[config.mk]
export PLATFORM = sky130hd
export DESIGN_NAME = quadrature_index_encoder_rpm
export DESIGN_NICKNAME = d
export VERILOG_FILES = /design/src/rtl/core/qienc_pkg.sv /design/src/rtl/core/qienc_front.sv /design/src/rtl/core/qienc_back.sv /design/src/rtl/core/quadrature_index_encoder_rpm.sv
export VERILOG_INCLUDE_DIRS = /design/src /design/src/rtl/core
export SDC_FILE = /design/constraint.sdc
export NUM_CORES = 1
export LEC_CHECK = 0
export ABC_AREA = 1
export BUFFER_PORTS_ARGS = -buffer_cell sky130_fd_sc_hd__clkbuf_2
export CORE_MARGIN = 8
export CORE_UTILIZATION = 55
export CTS_CLUSTER_DIAMETER = 40
export DETAILED_ROUTE_END_ITERATION = 8
export GPL_ROUTABILITY_DRIVEN = 0
export PLACE_DENSITY = 0.78
export SLEW_MARGIN = 0
export SYNTH_ARGS = -nofsm -noshare
export SYNTH_HDL_FRONTEND = slang
export SYNTH_SLANG_ARGS = --single-unit
export TNS_END_PERCENT = 10
[constraint.sdc]
create_clock -name clk -period 6.75 [get_ports clk]
set_clock_uncertainty 0.1 [all_clocks]
set_input_delay 0.3375 -clock clk [delete_from_list [all_inputs] [get_ports clk]]
set_output_delay 0.3375 -clock clk [all_outputs]
set_load 0.02 [all_outputs]
[src/rtl/core/quadrature_index_encoder_rpm_macros.svh]
// Assertion macros used by the encoder counter back end.
`ifndef QUADRATURE_INDEX_ENCODER_RPM_MACROS_SVH
`define QUADRATURE_INDEX_ENCODER_RPM_MACROS_SVH
`ifndef SYNTHESIS
`define QIE_ASSERT_IMP(label, clk, rstn, ante, cons) \
    label: assert property (@(posedge clk) disable iff (!rstn) (ante) |-> (cons)) \
        else $error("encoder counter assertion failed");
`define QIE_ASSERT_NXT(label, clk, rstn, ante, cons) \
    label: assert property (@(posedge clk) disable iff (!rstn) (ante) |=> (cons)) \
        else $error("encoder counter assertion failed");
`else
`define QIE_ASSERT_IMP(label, clk, rstn, ante, cons)
`define QIE_ASSERT_NXT(label, clk, rstn, ante, cons)
`endif
`endif

[src/rtl/core/qienc_pkg.sv]
// Types and constants shared by the encoder counter modules.
`default_nettype none
package qienc_pkg;

    localparam int COUNT_W    = 16;
    localparam int TIME_W     = 32;
    localparam int SPEED_W    = 26;
    localparam int DIV_CNT_W  = $clog2(SPEED_W);
    localparam int FIFO_DEPTH = 2;
    localparam int PTR_W      = $clog2(FIFO_DEPTH);
    localparam int FILL_W     = $clog2(FIFO_DEPTH + 1);

    localparam logic [SPEED_W-1:0] SPEED_NUM = SPEED_W'(60000000);

    localparam logic [1:0] OP_A = 2'd0;
    localparam logic [1:0] OP_B = 2'd1;
    localparam logic [1:0] OP_Z = 2'd2;

    typedef struct packed {
        logic [1:0]        op;
        logic              b_level;
        logic [TIME_W-1:0] timestamp_us;
    } item_t;

    typedef struct packed {
        logic signed [COUNT_W-1:0] position;
        logic [COUNT_W-1:0]        count_a;
        logic [COUNT_W-1:0]        count_b;
        logic [COUNT_W-1:0]        count_index;
        logic [SPEED_W-1:0]        rpm;
        logic                      rpm_valid;
        logic                      phase_error;
    } result_t;

    typedef struct packed {
        logic              ev_a;
        logic              ev_b;
        logic              ev_z;
        logic              b_level;
        logic [TIME_W-1:0] stamp;
    } cmd_t;

endpackage
`default_nettype wire

[src/rtl/core/qienc_front.sv]
// Front end: accepts encoder events, decodes them and queues them for the back end.
`default_nettype none
module qienc_front
    import qienc_pkg::*;
(
    input  wire logic  clk,
    input  wire logic  rst_n,
    input  wire logic  push,
    output logic       full,
    input  wire item_t item,
    output logic       cmd_valid,
    input  wire logic  cmd_ready,
    output cmd_t       cmd
);

    cmd_t              slot_reg [FIFO_DEPTH];
    logic [PTR_W-1:0]  wr_ptr_reg;
    logic [PTR_W-1:0]  wr_ptr_next;
    logic [PTR_W-1:0]  rd_ptr_reg;
    logic [PTR_W-1:0]  rd_ptr_next;
    logic [FILL_W-1:0] fill_reg;
    logic [FILL_W-1:0] fill_next;
    logic              do_push;
    logic              do_pop;
    cmd_t              decoded;

    always_comb
    begin
        decoded.ev_a    = (item.op == OP_A);
        decoded.ev_b    = (item.op == OP_B);
        decoded.ev_z    = (item.op == OP_Z);
        decoded.b_level = item.b_level;
        decoded.stamp   = item.timestamp_us;
    end

    assign full      = (fill_reg == FILL_W'(FIFO_DEPTH));
    assign cmd_valid = (fill_reg != '0);
    assign cmd       = slot_reg[rd_ptr_reg];
    assign do_push   = push && !full;
    assign do_pop    = cmd_valid && cmd_ready;

    always_comb
    begin
        wr_ptr_next = wr_ptr_reg;
        rd_ptr_next = rd_ptr_reg;
        fill_next   = fill_reg;
        if (do_push)
        begin
            wr_ptr_next = (wr_ptr_reg == PTR_W'(FIFO_DEPTH - 1)) ? '0 : wr_ptr_reg + 1'b1;
        end
        if (do_pop)
        begin
            rd_ptr_next = (rd_ptr_reg == PTR_W'(FIFO_DEPTH - 1)) ? '0 : rd_ptr_reg + 1'b1;
        end
        if (do_push && !do_pop)
        begin
            fill_next = fill_reg + 1'b1;
        end
        else if (do_pop && !do_push)
        begin
            fill_next = fill_reg - 1'b1;
        end
    end

    always_ff @(posedge clk or negedge rst_n)
    begin
        if (!rst_n)
        begin
            wr_ptr_reg <= '0;
            rd_ptr_reg <= '0;
            fill_reg   <= '0;
        end
        else
        begin
            wr_ptr_reg <= wr_ptr_next;
            rd_ptr_reg <= rd_ptr_next;
            fill_reg   <= fill_next;
        end
    end

    always_ff @(posedge clk)
    begin
        if (do_push)
        begin
            slot_reg[wr_ptr_reg] <= decoded;
        end
    end

endmodule
`default_nettype wire

[src/rtl/core/qienc_back.sv]
// Back end: counter state, index period, iterative speed divider and result register.
`default_nettype none
`include "quadrature_index_encoder_rpm_macros.svh"
module qienc_back
    import qienc_pkg::*;
(
    input  wire logic                clk,
    input  wire logic                rst_n,
    input  wire logic                cmd_valid,
    output logic                     cmd_ready,
    input  wire cmd_t                cmd,
    input  wire logic                cfg_valid,
    output logic                     cfg_ready,
    input  wire logic signed [15:0]  cfg_data,
    output logic                     empty,
    input  wire logic                pop,
    output result_t                  result
);

    localparam logic ST_IDLE = 1'b0;
    localparam logic ST_DIV  = 1'b1;

    logic                      state_reg;
    logic                      state_next;
    logic signed [15:0]        offset_reg;
    logic [COUNT_W-1:0]        a_edges_reg;
    logic [COUNT_W-1:0]        a_edges_next;
    logic [COUNT_W-1:0]        b_edges_reg;
    logic [COUNT_W-1:0]        b_edges_next;
    logic [COUNT_W-1:0]        index_reg;
    logic [COUNT_W-1:0]        index_next;
    logic [COUNT_W-1:0]        angle_reg;
    logic [COUNT_W-1:0]        angle_next;
    logic [TIME_W-1:0]         stamp_reg;
    logic [TIME_W-1:0]         stamp_next;
    logic [SPEED_W-1:0]        speed_reg;
    logic [SPEED_W-1:0]        speed_next;
    logic                      speed_ok_reg;
    logic                      speed_ok_next;
    logic [TIME_W-1:0]         divisor_reg;
    logic [TIME_W-1:0]         divisor_next;
    logic [TIME_W-1:0]         rem_reg;
    logic [TIME_W-1:0]         rem_next;
    logic [SPEED_W-1:0]        quo_reg;
    logic [SPEED_W-1:0]        quo_next;
    logic [DIV_CNT_W-1:0]      cnt_reg;
    logic [DIV_CNT_W-1:0]      cnt_next;
    logic                      out_valid_reg;
    logic                      out_valid_next;
    result_t                   result_reg;
    result_t                   result_next;
    logic                      out_load;
    logic                      slot_free;
    logic [TIME_W-1:0]         period;
    logic [TIME_W:0]           rem_shift;
    logic [TIME_W:0]           rem_diff;
    logic                      quo_bit;
    logic [COUNT_W:0]          a_wide;
    logic [COUNT_W:0]          b_wide;

    assign cfg_ready = 1'b1;
    assign empty     = !out_valid_reg;
    assign result    = result_reg;
    assign slot_free = !out_valid_reg || pop;
    assign period    = cmd.stamp - stamp_reg;
    assign rem_shift = {rem_reg, SPEED_NUM[cnt_reg]};
    assign rem_diff  = rem_shift - {1'b0, divisor_reg};
    assign quo_bit   = !rem_diff[TIME_W];

    always_comb
    begin
        state_next    = state_reg;
        a_edges_next  = a_edges_reg;
        b_edges_next  = b_edges_reg;
        index_next    = index_reg;
        angle_next    = angle_reg;
        stamp_next    = stamp_reg;
        speed_next    = speed_reg;
        speed_ok_next = speed_ok_reg;
        divisor_next  = divisor_reg;
        rem_next      = rem_reg;
        quo_next      = quo_reg;
        cnt_next      = cnt_reg;
        out_load      = 1'b0;
        cmd_ready     = 1'b0;
        case (state_reg)
            ST_IDLE:
            begin
                if (cmd_valid && slot_free)
                begin
                    cmd_ready = 1'b1;
                    if (cmd.ev_a)
                    begin
                        a_edges_next = a_edges_reg + 1'b1;
                        angle_next   = cmd.b_level ? angle_reg + 1'b1 : angle_reg - 1'b1;
                        out_load     = 1'b1;
                    end
                    else if (cmd.ev_b)
                    begin
                        b_edges_next = b_edges_reg + 1'b1;
                        out_load     = 1'b1;
                    end
                    else if (cmd.ev_z)
                    begin
                        index_next   = index_reg + 1'b1;
                        a_edges_next = '0;
                        b_edges_next = '0;
                        angle_next   = COUNT_W'(offset_reg);
                        stamp_next   = cmd.stamp;
                        if (period == '0)
                        begin
                            speed_ok_next = 1'b0;
                            speed_next    = '0;
                            out_load      = 1'b1;
                        end
                        else
                        begin
                            divisor_next = period;
                            rem_next     = '0;
                            quo_next     = '0;
                            cnt_next     = DIV_CNT_W'(SPEED_W - 1);
                            state_next   = ST_DIV;
                        end
                    end
                    else
                    begin
                        out_load = 1'b1;
                    end
                end
            end
            ST_DIV:
            begin
                rem_next = quo_bit ? rem_diff[TIME_W-1:0] : rem_shift[TIME_W-1:0];
                quo_next = {quo_reg[SPEED_W-2:0], quo_bit};
                if (cnt_reg == '0)
                begin
                    speed_next    = quo_next;
                    speed_ok_next = 1'b1;
                    out_load      = 1'b1;
                    state_next    = ST_IDLE;
                end
                else
                begin
                    cnt_next = cnt_reg - 1'b1;
                end
            end
            default:
            begin
                state_next = ST_IDLE;
            end
        endcase
    end

    always_comb
    begin
        a_wide                  = {1'b0, a_edges_next};
        b_wide                  = {1'b0, b_edges_next};
        result_next.position    = angle_next;
        result_next.count_a     = a_edges_next;
        result_next.count_b     = b_edges_next;
        result_next.count_index = index_next;
        result_next.rpm         = speed_ok_next ? speed_next : '0;
        result_next.rpm_valid   = speed_ok_next;
        result_next.phase_error = (a_wide > b_wide + 1'b1) || (b_wide > a_wide + 1'b1);
        if (out_load)
        begin
            out_valid_next = 1'b1;
        end
        else if (pop)
        begin
            out_valid_next = 1'b0;
        end
        else
        begin
            out_valid_next = out_valid_reg;
        end
    end

    always_ff @(posedge clk or negedge rst_n)
    begin
        if (!rst_n)
        begin
            state_reg     <= ST_IDLE;
            offset_reg    <= '0;
            a_edges_reg   <= '0;
            b_edges_reg   <= '0;
            index_reg     <= '0;
            angle_reg     <= '0;
            stamp_reg     <= '0;
            speed_reg     <= '0;
            speed_ok_reg  <= 1'b0;
            out_valid_reg <= 1'b0;
            cnt_reg       <= '0;
        end
        else
        begin
            state_reg     <= state_next;
            a_edges_reg   <= a_edges_next;
            b_edges_reg   <= b_edges_next;
            index_reg     <= index_next;
            angle_reg     <= angle_next;
            stamp_reg     <= stamp_next;
            speed_reg     <= speed_next;
            speed_ok_reg  <= speed_ok_next;
            out_valid_reg <= out_valid_next;
            cnt_reg       <= cnt_next;
            if (cfg_valid && cfg_ready)
            begin
                offset_reg <= cfg_data;
            end
        end
    end

    always_ff @(posedge clk)
    begin
        divisor_reg <= divisor_next;
        rem_reg     <= rem_next;
        quo_reg     <= quo_next;
        if (out_load)
        begin
            result_reg <= result_next;
        end
    end

    `QIE_ASSERT_IMP(a_div_slot_empty, clk, rst_n, state_reg == ST_DIV, !out_valid_reg)
    `QIE_ASSERT_NXT(a_zero_period_no_div, clk, rst_n,
        cmd_valid && cmd_ready && cmd.ev_z && (period == '0), state_reg == ST_IDLE)
    `QIE_ASSERT_IMP(a_speed_cleared, clk, rst_n, !speed_ok_reg, speed_reg == '0)

endmodule
`default_nettype wire

[src/rtl/core/quadrature_index_encoder_rpm.sv]
// Top level of the quadrature encoder counter with index pulse and speed output.
//
//  Channel   Handshake            Beat
//  item      push / full          item_t: op, b_level, timestamp_us
//  result    pop / empty          result_t: position, counts, rpm, flags
//  config    cfg_valid/cfg_ready  cfg_data: calibration offset
//
// An A, B or unused event is taken in the idle state and loads the result register.
// An index pulse with a nonzero period starts the restoring divider, which
// produces one quotient bit of the 26-bit speed per cycle; no event is taken meanwhile.
// Reset clears all counters, stamps, the speed and the calibration offset.
// The front queue holds two events; the back end waits while a result is untaken.
`default_nettype none
module quadrature_index_encoder_rpm
    import qienc_pkg::*;
(
    input  wire logic               clk,
    input  wire logic               rst_n,
    input  wire logic               push,
    output logic                    full,
    input  wire item_t              item,
    output logic                    empty,
    input  wire logic               pop,
    output result_t                 result,
    input  wire logic               cfg_valid,
    output logic                    cfg_ready,
    input  wire logic signed [15:0] cfg_data
);

    logic cmd_valid;
    logic cmd_ready;
    cmd_t cmd;

    qienc_front u_front (
        .clk       (clk),
        .rst_n     (rst_n),
        .push      (push),
        .full      (full),
        .item      (item),
        .cmd_valid (cmd_valid),
        .cmd_ready (cmd_ready),
        .cmd       (cmd)
    );

    qienc_back u_back (
        .clk       (clk),
        .rst_n     (rst_n),
        .cmd_valid (cmd_valid),
        .cmd_ready (cmd_ready),
        .cmd       (cmd),
        .cfg_valid (cfg_valid),
        .cfg_ready (cfg_ready),
        .cfg_data  (cfg_data),
        .empty     (empty),
        .pop       (pop),
        .result    (result)
    );

endmodule
`default_nettype wire

## After elaboration in Yosys (flattened, before gate mapping)

Memory sizes are Yosys's and may differ from the RTL's.
Cells that the tools add are included.

| cells by class | value |
|---|---|
| $lt $le $gt $ge | 3 |
| multiplexer cells | 80 |
| eq/ne operators | 9 |
| bitwise operators | 4 |
| reductions and logical operators | 22 |
| $add $sub $neg | 14 |

Operators with widths:

| kind | number |
|---|---|
| $mux 16 | 21 |
| $mux 32 | 6 |
| $mux 26 | 6 |
| $mux 25 | 5 |
| $add 16x1->16 const B | 4 |
| $pmux 32 s2 | 1 |
| $pmux 26 s2 | 1 |
| $pmux 25 s2 | 1 |
| $add 16x1->17 const B | 2 |
| $gt 16x17->1 | 2 |
| $sub 33x32->33 | 1 |
| $logic_not 32->1 | 1 |
| $sub 32x32->32 | 1 |
| $mux 5 | 6 |
| $mux 1 | 27 |
| $sub 16x1->16 const B | 1 |
| $reduce_and 6->1 | 2 |
| $ne 2x2->1 const B | 5 |
| $pmux 5 s2 | 1 |
| $reduce_and 5->1 | 2 |
| $lt 5x6->1 const B | 1 |
| $pmux 1 s2 | 3 |
| $reduce_bool 2->1 | 3 |
| $logic_and 1x1->1 | 5 |
| 13 further kinds | 24 |

| storage, ports and cells | value |
|---|---|
| input bits | 56 |
| word-level logic and storage cells | 158 |
| ROM bits | 32 |
| flip-flop bits (word level) | 331 |
| bits in writable memories | 72 |
| memories | 2 |

Memory list:

| name | depth | width | rd ports | clocked after Yosys merged registers in | write ports | line | RTL |
|---|---|---|---|---|---|---|---|
| u_front.slot_reg | 2 | 36 | 1 | 0 | 1 | qienc_front.sv:16 | `cmd_t slot_reg [FIFO_DEPTH];` |
| (name not given) | 32 | 1 | 1 | 0 | 0 | qienc_back.sv:66 | `assign rem_shift = {rem_reg, SPEED_NUM[cnt_reg]};` |

## Longest topological paths before layout

An unclocked memory read counts as a cell.

| depth | value |
|---|---|
| word-level depth | 10 |
| mapped depth | 27 |
| mapped depth without buffers | 26 |

## By module

A second synthesis with hierarchy kept.

| second synthesis, totals | value |
|---|---|
| cell total of the unflattened synthesis | 2607 |
| area, all modules | 23043.4 um^2 |

Modules (own cells, without submodules):

| module | seq. area each (um^2) | cells an instance | area each (um^2) | times used |
|---|---|---|---|---|
| qienc_back | 9088.7 | 2383 | 20149.3 | 1 |
| qienc_front | 2262.2 | 224 | 2894.0 | 1 |

## Worst setup path before layout

OpenSTA, ideal clock, no wires.

| timing | value |
|---|---|
| path kind | flip-flop to flip-flop |
| start | register u_front.rd_ptr_reg |
| end | register u_back.quo_reg[0] (enable) |
| library setup time | 0.551 ns |
| clock period less this slack | 7.234 ns |
| data arrival time | 6.583 ns |
| stages on the path, launching flop included | 21 |
| slack | -0.484 ns |
| cells stage by stage | dfrtp_1 buf_6 clkbuf_1 mux2i_1 ha_1 fa_1 inv_1 nand3_1 nand2_1 nand2_1 nand2_1 nand2_1 nand2_1 nand2_1 nand3_1 nand2_1 nand2_1 nor2_2 nand3_1 nand2_1 o21ai_0 |

| on the way | value |
|---|---|
| longest elaborated chain between the ends | 5 |

RTL lines:

| what | line | RTL |
|---|---|---|
| start, declared | qienc_front.sv:19 | `logic [PTR_W-1:0] rd_ptr_reg;` |
| start signal, assigned | qienc_front.sv:76 | `rd_ptr_reg <= rd_ptr_next;` |
| $mem_v2 2x36 * | -- |  |
| $sub 32x32->32 | qienc_back.sv:65 | `assign period = cmd.stamp - stamp_reg;` |
| $logic_not 32->1 | qienc_back.sv:110 | `if (period == '0)` |
| $ne 2x2->1 (no line) | -- |  |
| $reduce_and 5->1 (no line) * | -- |  |
| end signal, assigned | qienc_back.sv:218 | `quo_reg <= quo_next;` |
| end, declared | qienc_back.sv:44 | `logic [SPEED_W-1:0] quo_reg;` |

Every way passes the cells marked *; elsewhere a longest branch is shown, timed or not.
A chain may end at the register's enable or synchronous reset.

## Final worst setup path

| timing | value |
|---|---|
| start | register u_front.rd_ptr_reg |
| end | register u_back.result_reg (netlist bit u_back.result[69]) (enable) |

| on the way | value |
|---|---|
| longest elaborated chain between the ends | 9 |

RTL lines:

| what | line | RTL |
|---|---|---|
| $mem_v2 2x36 * | -- |  |
| $sub 32x32->32 | qienc_back.sv:65 |  |
| $logic_not 32->1 | qienc_back.sv:110 |  |
| $mux 1 | qienc_back.sv:110 |  |
| $mux 1 | qienc_back.sv:103 | `else if (cmd.ev_z)` |
| $mux 1 | qienc_back.sv:98 | `else if (cmd.ev_b)` |
| $mux 1 * | qienc_back.sv:92 | `if (cmd.ev_a)` |
| $mux 1 * | qienc_back.sv:89 | `if (cmd_valid && slot_free)` |
| $pmux 1 s2 * | qienc_back.sv:86 | `case (state_reg)` |
| named net u_back.out_load | qienc_back.sv:52 | `logic out_load;` |
| end signal, assigned | qienc_back.sv:221 | `result_reg <= result_next;` |
| end, declared | qienc_back.sv:50 | `result_t result_reg;` |

The timed path passes the listed nets; every way through them passes the cells marked *.

==> metrics.cfg <==
[outcome]
outcome=finished, final reports clean

[routing]
ant_nets=0
routedWlPerCell_um=16.6
drt_iter0_drc=1744
routed_wl_um=57100
dr.pass1.iters=5
viasPerCell=5.50
drc_errors=0
via_count=18900

[cells_and_area]
largest_reg_flops=92
design_area_um2=26500
drive_above_1_share=0.115
nets=3027
area_growth_pct=17.1
fillers=3220
fin_util=0.650
final_common_cell=nand2_1
final_cell_mix=nand2_1 (719), inv_1 (402), edfxtp_1 (253)

[logic_synthesis]
ys_types=59
synth_area_per_cell_um2=8.60
synthAdderAreaFrac=0.0679
synth_top_family_by_area=simple AND/OR/NAND/NOR gates
synth_flop_cell=edfxtp_1
synthSimpleGateAreaFrac=0.216
ys_seq_area_frac=0.502
netlist_area_um2=22600
synth_edf_count=253
syn_inst=2630
synth_mux_area_frac=0.00487
ys_async_sr_fraction=0.372
ys_seq_elements=403
synth-xor-area-share=0.0294
syn_nets=2807
synth-compound-area-share=0.100
yosys_warnings=0

[clocking]
cts_buffers=54
cts_hold_buffers=54
insertion_delay_ns=0.62
cts_tree=yes
clk_pin_slew_ns=0.06
clock_path_buffers=3
ctsResizeCount=0
htreeDepth=2
postCtsSetupBuffers=0
clock-sinks=403
cts_root_buffer=clkbuf_16

[grt]
grt_overflow=0
grtUsageTotal=0.239
grt_pass1_wl_um=94200
antenna_found_initial=8
grt_max_degree=98
grt_pass1_vias=19300

[sta]
relSlewSlack=0.213
setup_viol=0
fmax_mhz=187
final.setup.tns_ns=0
hold_viol_final=0
maxSlewViolCount=0
period_needed_ns=5.36
tightest_slew_ns=1.18
period_share=0.794
rsz0062_at_grt=false

[placed_design]
port_buffers=149
place_area_um2=23900
dp_hpwl_um=39000

[die]
num_rows=74
die_h_um=219
start_util=0.555
die-area_um2=47900
die_w_um=219
core_area_um2=40700
design.portCount=151

[power_and_ir_drop]
p_per_area_nw_per_um2=564
ir_worst_vdd_mv=0.281
total_power_mw=14.9
cellLeakagePower_nw=12.6

[setup_path]
cp-end-kind=flop
critical_path_required_ns=6.96
start_kind=flop
worst_ep_arrival_time_ns=5.57
path_max_fanout=68
crit_type=reg2reg

[worst_hold_path]
hp-class=in2reg

[flow_run]
maxCapViolCount=0

==> area by class of cell <==
cell class                      count  area [um2]  area share
Multi-Input combinational cell   1761        9500       0.359
Sequential cell                   403       11400       0.429
Inverter                          412        1550      0.0585
Clock buffer                       67        1470      0.0556
Tap cell                          532         666      0.0251
Timing Repair Buffer              218        1410      0.0531
Clock inverter                     35         522      0.0197
Antenna cell                        5        12.5    0.000473
==> power by group <==
| group | internal [mW] | switching, mW | leakage (nW) |
|---|---|---|---|
| Clock | 1.90 | 1.18 | 0.968 |
| Sequential | 3.92 | 0.456 | 4.32 |
| Combinational | 2.35 | 5.13 | 7.32 |
| Total | 8.17 | 6.77 | 12.6 |
==> final timing paths <==
| path | startpoint | to | slack [ns] | depth (start not counted) |
|---|---|---|---|---|
| worst max-delay path | u_front.rd_ptr_reg | u_back.result[69] | 1.39 | 20 |
| min in group asynchronous | rst_n | u_back.stamp_reg[6] | 0.35 | 2 |
| max in group asynchronous | rst_n | u_back.cnt_reg[4] | 4.80 | 3 |
| worst max register to register | u_front.rd_ptr_reg | u_back.result[69] | 1.39 | 20 |
| worst min-delay path | cfg_valid | u_back.offset_reg[6] | 0.20 | 3 |
| worst min register to register | u_back.index_reg[15] | u_back.index_reg[15] | 0.40 | 1 |
==> synth_stat cells, types with 10 or more instances <==
master	instances	share of area
o21a_1	10	0.0033
nor2_1	203	0.034
nand2_1	720	0.12
xnor2_1	29	0.011
o21ai_0	126	0.028
a21o_1	11	0.0037
inv_1	402	0.067
o21ai_1	11	0.0024
a31oi_1	11	0.0030
nand3_1	126	0.028
a22oi_1	25	0.0083
nand4_1	26	0.0072
a21oi_1	139	0.031
o211ai_1	12	0.0040
nor3_1	28	0.0062
buf_2	13	0.0029
ha_1	118	0.065
clkbuf_1	31	0.0051
dfrtp_1	150	0.17
xor2_1	45	0.017
o21bai_1	15	0.0050
edfxtp_1	253	0.34
==> through the flow <==
stage / setup WS [ns] / hold slack, ns / cells
after floorplan: 1.06 / -0.0581 / 2630
after global placement: 1.55 / 0.368 / 3272
after detailed placement: 1.41 / 0.376 / 3272
after CTS: 1.34 / 0.171 / 3428
after global routing: 0.849 / 0.257 / 3433
final: 1.39 / 0.204 / 3433
==> metal layers <==
layer | wire length, um | vias up | GRT usage | share of wire
met1 | 23800 | 8831 | 0.302 | 0.42
met3 | 4530 | 159 | 0.0527 | 0.079
met5 | 27 | - | 0 | 0.00047
li1 | - | 9116 | - | -
met4 | 1990 | 4 | 0.0961 | 0.035
met2 | 26700 | 772 | 0.398 | 0.47
==> logic make-up (layout without fill, tap and decap cells) <==
group,count (synthesis),count (layout)
AOI/OAI and AO/OA,391,391
xor gates and xnor gates,75,75
adders and majority gates,121,121
buffers and inverters,466,732
DFF,403,403
muxes,10,10
other,1,6
and+or+nand+nor,1163,1163
==> worst max-delay path, cell delays in order, from the launching register on <==
cell     delay (ns)
dfrtp_1        0.37
inv_1          0.79
or2_2          0.24
o21ai_0        0.16
fa_1           0.53
inv_1          0.12
nand3_1        0.07
nand2_1        0.13
nand3_1        0.10
nand3_1        0.14
nand2_1        0.07
nand2_1        0.09
nand2_1        0.06
nor2_1         0.12
nand2_1        0.09
nor2_2         0.23
nand3_1        0.13
nand2_1        0.20
nand2_1        0.14
nand2_4        0.74
buf_4          0.36
(Power assumes the default switching activity.)
